## src/u8sbc_pkg.sv

```systemverilog
package u8sbc_pkg;

  localparam int BYTE_W = 8;
  localparam int CAP_W = 13;
  localparam int POS_W = 12;
  localparam int MAX_RESULTS = 4;
  localparam int CNT_W = $clog2(MAX_RESULTS + 1);
  localparam int IDX_W = $clog2(MAX_RESULTS);

  localparam int MAX_CAPACITY_DEF = 4096;
  localparam logic [CAP_W-1:0] CAP_RESET = 13'd64;

  localparam logic [BYTE_W-1:0] ASCII_LIMIT = 8'h80;
  localparam logic [BYTE_W-1:0] LEAD2_LO = 8'hC2;
  localparam logic [BYTE_W-1:0] LEAD2_HI = 8'hDF;
  localparam logic [BYTE_W-1:0] LEAD3_LO = 8'hE0;
  localparam logic [BYTE_W-1:0] LEAD3_HI = 8'hEF;
  localparam logic [BYTE_W-1:0] LEAD4_LO = 8'hF0;
  localparam logic [BYTE_W-1:0] LEAD4_HI = 8'hF4;
  localparam logic [BYTE_W-1:0] CONT_MASK = 8'hC0;
  localparam logic [BYTE_W-1:0] CONT_TAG = 8'h80;
  localparam logic [BYTE_W-1:0] REPLACEMENT = 8'h3F;
  localparam logic [BYTE_W-1:0] NUL_BYTE = 8'h00;

  // sequence length opened by a lead byte, 0 when b is not a valid lead
  function automatic logic [2:0] lead_len(input logic [BYTE_W-1:0] b);
    logic [2:0] len;
    len = 3'd0;
    if (b >= LEAD2_LO && b <= LEAD2_HI) begin
      len = 3'd2;
    end else if (b >= LEAD3_LO && b <= LEAD3_HI) begin
      len = 3'd3;
    end else if (b >= LEAD4_LO && b <= LEAD4_HI) begin
      len = 3'd4;
    end
    return len;
  endfunction

endpackage

```

## src/utf8_sanitizing_bounded_copy_unit.sv

```systemverilog
// Channel | Handshake            | Fields                                       | Dir
// --------+----------------------+----------------------------------------------+----
// input   | in_valid, in_ready   | data_byte                                    | in
// result  | out_valid, out_ready | out_byte, out_position, run_last, string_end | out
// config  | cfg_we               | cfg_wdata (output_capacity)                  | in
//
// One source byte is accepted per cycle while each byte yields at most one result and out_ready holds.
// A byte that yields k results (replacement burst or whole sequence, k <= 4)
// occupies the result buffer until all k are taken; the next byte can enter as the last one goes.
// Per-byte decode sits between the sequence state and a 4-entry result buffer.
// Synchronous active-high reset: no sequence open, nothing written, capacity 64.
module utf8_sanitizing_bounded_copy_unit #(
  parameter int unsigned MAX_CAPACITY = u8sbc_pkg::MAX_CAPACITY_DEF
) (
  input  logic                              clk,
  input  logic                              rst,
  input  logic                              cfg_we,
  input  logic [u8sbc_pkg::CAP_W-1:0]       cfg_wdata,
  input  logic                              in_valid,
  output logic                              in_ready,
  input  logic [u8sbc_pkg::BYTE_W-1:0]      data_byte,
  output logic                              out_valid,
  input  logic                              out_ready,
  output logic [u8sbc_pkg::BYTE_W-1:0]      out_byte,
  output logic [u8sbc_pkg::POS_W-1:0]       out_position,
  output logic                              run_last,
  output logic                              string_end
);

  localparam int CAP_W = u8sbc_pkg::CAP_W;
  localparam int BYTE_W = u8sbc_pkg::BYTE_W;
  localparam int CNT_W = u8sbc_pkg::CNT_W;
  localparam int IDX_W = u8sbc_pkg::IDX_W;
  localparam int NRES = u8sbc_pkg::MAX_RESULTS;

  // configuration and sequence state
  logic [CAP_W-1:0]  capacity;
  logic [CAP_W-1:0]  cap;
  logic [BYTE_W-1:0] held [3];
  logic [1:0]        hc, hc_next;
  logic [2:0]        el, el_next;
  logic [CAP_W-1:0]  wc, wc_next;
  logic              stopped, stopped_next;

  // result buffer
  logic [BYTE_W-1:0] bank [NRES];
  logic [CNT_W-1:0]  rem;
  logic [IDX_W-1:0]  idx;
  logic [CAP_W-1:0]  pos;
  logic              bank_end;

  // decode results
  logic [BYTE_W-1:0] em [NRES];
  logic [CNT_W-1:0]  em_cnt;
  logic              term;
  logic              wr_held;
  logic [1:0]        wr_idx;
  logic              acc;

  logic [CAP_W:0]    wc14, cap14;
  logic [1:0]        wanted;
  logic              fit1, fit2;
  logic [1:0]        fl_cnt;
  logic              fl_stop;
  logic              room_after;
  logic              is_cont;
  logic [2:0]        llen;
  logic [2:0]        f_cnt;
  logic              tail_v;
  logic [BYTE_W-1:0] tail;
  logic              seq_emit;

  assign cap = (32'(capacity) > MAX_CAPACITY) ? CAP_W'(MAX_CAPACITY) : capacity;
  assign wc14 = {1'b0, wc};
  assign cap14 = {1'b0, cap};
  assign is_cont = (data_byte & u8sbc_pkg::CONT_MASK) == u8sbc_pkg::CONT_TAG;
  assign llen = u8sbc_pkg::lead_len(data_byte);

  // replacement burst for a broken sequence: lead always, continuations while room
  always_comb begin
    wanted = (hc == 2'd0) ? 2'd0 : hc - 2'd1;
    fit1 = (wc14 + (CAP_W+1)'(2)) < cap14;
    fit2 = (wc14 + (CAP_W+1)'(3)) < cap14;
    fl_cnt = 2'd1;
    if (wanted != 2'd0 && fit1) begin
      fl_cnt = (wanted == 2'd2 && fit2) ? 2'd3 : 2'd2;
    end
    fl_stop = (fl_cnt - 2'd1) < wanted;
    if (el != 3'd0) begin
      room_after = (wc14 + (CAP_W+1)'(fl_cnt) + (CAP_W+1)'(1)) < cap14;
    end else begin
      room_after = (wc14 + (CAP_W+1)'(1)) < cap14;
    end
  end

  always_comb begin
    hc_next = hc;
    el_next = el;
    wc_next = wc;
    stopped_next = stopped;
    f_cnt = 3'd0;
    tail_v = 1'b0;
    tail = data_byte;
    term = 1'b0;
    seq_emit = 1'b0;
    wr_held = 1'b0;
    wr_idx = hc;
    if (data_byte == u8sbc_pkg::NUL_BYTE) begin
      if (el != 3'd0 && !stopped) begin
        f_cnt = {1'b0, fl_cnt};
      end
      term = cap != '0;
      tail_v = term;
      tail = u8sbc_pkg::NUL_BYTE;
      hc_next = 2'd0;
      el_next = 3'd0;
      wc_next = '0;
      stopped_next = 1'b0;
    end else if (!stopped) begin
      if (el != 3'd0 && is_cont) begin
        if ({1'b0, hc} + 3'd1 >= el) begin
          if ((wc14 + (CAP_W+1)'(el)) < cap14) begin
            seq_emit = 1'b1;
            wc_next = wc + CAP_W'(el);
          end else begin
            stopped_next = 1'b1;
          end
          hc_next = 2'd0;
          el_next = 3'd0;
        end else if (hc < 2'd3) begin
          wr_held = 1'b1;
          hc_next = hc + 2'd1;
        end
      end else begin
        if (el != 3'd0) begin
          f_cnt = {1'b0, fl_cnt};
          wc_next = wc + CAP_W'(fl_cnt);
          stopped_next = fl_stop;
          hc_next = 2'd0;
          el_next = 3'd0;
        end
        if (!(el != 3'd0 && fl_stop)) begin
          if (!room_after) begin
            stopped_next = 1'b1;
          end else if (data_byte < u8sbc_pkg::ASCII_LIMIT) begin
            tail_v = 1'b1;
            wc_next = wc_next + CAP_W'(1);
          end else if (llen != 3'd0) begin
            el_next = llen;
            hc_next = 2'd1;
            wr_held = 1'b1;
            wr_idx = 2'd0;
          end else begin
            tail_v = 1'b1;
            tail = u8sbc_pkg::REPLACEMENT;
            wc_next = wc_next + CAP_W'(1);
          end
        end
      end
    end
  end

  // pack the results of this byte into consecutive slots
  always_comb begin
    for (int i = 0; i < NRES; i++) begin
      if (seq_emit) begin
        if (i == NRES - 1 || 2'(i) == hc) begin
          em[i] = data_byte;
        end else begin
          em[i] = held[i];
        end
      end else begin
        em[i] = (3'(i) < f_cnt) ? u8sbc_pkg::REPLACEMENT : tail;
      end
    end
    if (seq_emit) begin
      em_cnt = CNT_W'(el);
    end else begin
      em_cnt = CNT_W'(f_cnt) + CNT_W'(tail_v);
    end
  end

  assign in_ready = (rem == '0) || (rem == CNT_W'(1) && out_ready);
  assign acc = in_valid && in_ready;

  always_ff @(posedge clk) begin
    if (rst) begin
      capacity <= u8sbc_pkg::CAP_RESET;
    end else if (cfg_we) begin
      capacity <= cfg_wdata;
    end
  end

  always_ff @(posedge clk) begin
    if (rst) begin
      hc <= 2'd0;
      el <= 3'd0;
      wc <= '0;
      stopped <= 1'b0;
    end else if (acc) begin
      hc <= hc_next;
      el <= el_next;
      wc <= wc_next;
      stopped <= stopped_next;
    end
  end

  always_ff @(posedge clk) begin
    if (acc && wr_held) begin
      held[wr_idx] <= data_byte;
    end
  end

  always_ff @(posedge clk) begin
    if (rst) begin
      rem <= '0;
      idx <= '0;
    end else if (acc) begin
      rem <= em_cnt;
      idx <= '0;
    end else if (out_valid && out_ready) begin
      rem <= rem - CNT_W'(1);
      idx <= idx + IDX_W'(1);
    end
  end

  always_ff @(posedge clk) begin
    if (acc) begin
      bank <= em;
      pos <= wc;
      bank_end <= term;
    end else if (out_valid && out_ready) begin
      pos <= pos + CAP_W'(1);
    end
  end

  assign out_valid = rem != '0;
  assign out_byte = bank[idx];
  assign out_position = pos[u8sbc_pkg::POS_W-1:0];
  assign run_last = rem == CNT_W'(1);
  assign string_end = bank_end && run_last;

  // a NUL transaction leaves no sequence open and the write count at zero
  a_nul_clears: assert property (@(posedge clk) disable iff (rst)
    acc && data_byte == u8sbc_pkg::NUL_BYTE |=> wc == '0 && el == 3'd0 && !stopped)
    else $error("state not cleared after string end");

  // an open sequence always holds its lead and is not yet complete
  a_open_seq: assert property (@(posedge clk) disable iff (rst)
    el != 3'd0 |-> hc != 2'd0 && {1'b0, hc} < el)
    else $error("held count inconsistent with open sequence");

  // result buffer never holds more than one byte's burst
  a_rem_bound: assert property (@(posedge clk) disable iff (rst)
    rem <= CNT_W'(NRES))
    else $error("result buffer overfilled");

  // new transaction only when the buffer is empty or empties in this cycle
  a_no_overrun: assert property (@(posedge clk) disable iff (rst)
    acc |-> rem == '0 || (rem == CNT_W'(1) && out_ready))
    else $error("input accepted over pending results");

endmodule

```

## config.mk

```make
export PLATFORM = sky130hd
export DESIGN_NAME = utf8_sanitizing_bounded_copy_unit
export DESIGN_NICKNAME = d
export VERILOG_FILES = /design/src/u8sbc_pkg.sv /design/src/utf8_sanitizing_bounded_copy_unit.sv
export SDC_FILE = /design/constraint.sdc
export NUM_CORES = 1
export LEC_CHECK = 0
export BUFFER_PORTS_ARGS = -buffer_cell sky130_fd_sc_hd__buf_2
export CORE_MARGIN = 1.5
export CORE_UTILIZATION = 25
export CTS_BUF_LIST = sky130_fd_sc_hd__clkbuf_4
export CTS_CLUSTER_SIZE = 30
export DETAILED_ROUTE_END_ITERATION = 8
export GPL_ROUTABILITY_DRIVEN = 0
export PLACE_DENSITY = 0.44
export SYNTH_ARGS = -nofsm -noshare
export SYNTH_HDL_FRONTEND = slang
export SYNTH_SLANG_ARGS = --single-unit
```

## constraint.sdc

```tcl
create_clock -name clk -period 18.1 [get_ports clk]
set_clock_uncertainty 0.15 [all_clocks]
set_input_delay 1.81 -clock clk [delete_from_list [all_inputs] [get_ports clk]]
set_output_delay 1.81 -clock clk [all_outputs]
set_load 0.005 [all_outputs]
```

==> run metrics <==
Ys Warns 0; CTS root buf clkbuf_4; Die Y 186 um; I/O Buffers between 40 and 50; drt first pass iters 7; Final setup viols 0; flops & latches, synth 106; CP Max Fanout 16; post-synth net total 993; ys flop type edfxtp_1; Final Critical Period between 7000 and 8000 ps; Seq/Total Area, Yosys 33.7%; post-synthesis cell type count 83; CP Buf/Inv Count 0; post-cts sizing count 0; row cnt 66; CTS Hold Buffers Added 0; Worst Setup SP wc[2]; worst slew pin tran 1050 ps; final wirelength 25700 um; Worst-Skew Late Latency 540 ps; vias in the first global route roughly 6600; cell count after synthesis roughly 890; post-synthesis mux area share 6.33%; Post-synth EDFFs a little under 70; compound-gate portion of the synthesized area approximately 14%; Post-route DRC 0; fillcell total around 3500; Syn Area/Cell between 9 and 10 um^2; WL/cell 18.9 um; status finished, final reports clean; initial antenna violation count 1; kind of critical path register to register; crit start category register; post-route setup TNS 0 ps; GRT Util Overall 15.2%; fin worst setup slack around 10000 ps; RSZ-0062 raised after global routing no; total die area about 0.034 mm^2; die extent in x about 190 um; Vias per Instance approximately 4.9; core box area about 0.033 mm^2; share of cells above drive strength 1 between 10% and 20%; NumNets Final between 1000 and 1500; worst hold margin approximately 330 ps; Finished Core Util ~28%; Adder-Cell Fraction of Synth Area 11.9%; Worst-path clk slew 200 ps; Max Slew Vio Count 0; Antenna Nets Post-Route 0; CP top delay family compound AO/OA/AOI/OAI gates; Area growth syn-to-layout 9.38%; CTS max path bufs 2; TritonCTS buffer count 9; Pleak ~3.5 nW; Starting Density 25.5%; # IOs 50; reg2reg setup slack 10270 ps; hold_sp rem[1]; Tcrit/Tclk final 43.3%; Critical-path top delay cell dfxtp_1; global-route wire length before repair about 40000 um; f_max between 0.1 and 0.15 GHz; Critical Path Max Stage Delay a little under 900 ps; pre-CTS setup slack about 10000 ps; Pwr Density slightly below 90 mW/mm^2; crit-path most repeated cell ha_1; asr flop ratio synth 0%; most common cell after layout, fill and taps aside nand2_1; critical path arrival between 8000 and 9000 ps; pin count of the biggest net entering global routing 60; Fin. Hold Viols 0; critical path endpoint category register; total gr overflow 0; Non-Filler Instances around 1400; clock sink count ~110; placed cells 1344; synthesized cell area about 0.0083 mm^2; combinational family with the most area after synthesis simple AND/OR/NAND/NOR gates; 1st-iter DRT viols 478; R2R Path Start wc[2]; xor/xnor share of the synthesized area 9.47%; post-synthesis simple-gate area fraction between 20% and 30%; CP required approximately 18000 ps; Post-CTS Setup Repair Bufs 0; CTS tree built; dpl hpwl ~19000 um; most frequent cells in the layout nand2_1, ha_1, edfxtp_1; relative slew slack between 20% and 30%; Vias 6697; Max-Cap Viols 0; H-tree depth 3; min-delay worst type register to register; VDD IR max roughly 0.000036 V
==> where the power goes <==
group | switching (mW) | total, mW | internal [mW]
Combinational | 0.179 | 0.298 | 0.118
Sequential | 0.0418 | 0.365 | 0.323
Clock | 0.102 | 0.135 | 0.0331
==> per-stage QoR <==
stage / total power [mW] / area [um^2]
2_1_floorplan: 0.559 / 8340
3_3_place_gp: 0.671 / 8970
3_5_place_dp: 0.670 / 8970
4_1_cts: 0.806 / 9110
5_1_grt: 0.850 / 9120
6_report: 0.798 / 9120
==> worst min-delay path, stage by stage, from the launching register on <==
cell and delay, ps:
dfxtp_1 350, nand2_1 60, a21oi_1 60
==> layer usage <==
| layer | wire length [um] | GRT usage, % |
|---|---|---|
| met5 | 0 | 0 |
| met2 | 11400 | 23.7 |
| met1 | 13100 | 21.9 |
| met3 | 855 | 1.86 |
| met4 | 362 | 4.42 |
==> final timing paths <==
path                                to  cells after the start
worst max-delay path            rem[1]                     31
worst min-delay path            rem[1]                      2
worst max register to register  rem[1]                     31
worst min register to register  rem[1]                      2
==> cell type report <==
type / instances / area (um^2) / share of cell area [%]
flip-flops and latches: 106 / 2810 / 30.8
well taps: 442 / 553 / 6.06
clock inverters: 7 / 80.1 / 0.878
repair buffers: 62 / 343 / 3.76
multi-input cells: 705 / 5150 / 56.5
diodes: 2 / 5.00 / 0.0549
clock buffers: 9 / 67.6 / 0.741
inverters: 29 / 109 / 1.19
==> flip-flops by register name, summed over array words and instances (netlist names) <==
signal,cells
bank,32
held,24
capacity,13
wc,13
pos,12
el,3
rem,3
hc,2
idx,2
bank_end,1
stopped,1
==> synth_stat cells, types with 4 or more instances <==
cell      count  share of area [%]
nand3b_1      4               0.36
nand3_1      41                2.5
xnor2_1      40                4.2
a211o_1       4               0.42
buf_2        12               0.72
o211ai_1      6               0.54
buf_1         8               0.36
ha_1         73                 11
and3_1        5               0.38
nor2_1       65                2.9
a21oi_1      43                2.6
nor4_1        9               0.68
edfxtp_1     69                 25
buf_6         6               0.81
a22oi_1      10               0.90
nor2b_1      14                1.1
nor3_1       16               0.96
nand2_1      93                4.2
o21ai_0      35                2.1
and2_1        8               0.60
o22ai_1       9               0.68
dfxtp_1      37                8.9
mux2i_1      31                3.7
mux4_2        8                2.2
buf_4         4               0.36
or2_2         5               0.38
xor2_1       47                4.9
or3_1         8               0.60
clkbuf_1     21               0.95
a211oi_1     10               0.90
nand2b_1     12               0.90
o31ai_1       5               0.45
inv_1        29                1.3
a21o_1       13                1.2
nand4_1      18                1.4
==> logic make-up (layout without fill, tap and decap cells) <==
kind of cell,after synthesis,count (layout)
other cells,0,2
buf+inv,80,107
flops,106,106
simple gates,324,324
compound gates,173,173
fa+ha+maj,78,78
xor+xnor,88,88
mux,42,42
Power figures use the tool's default switching activity.
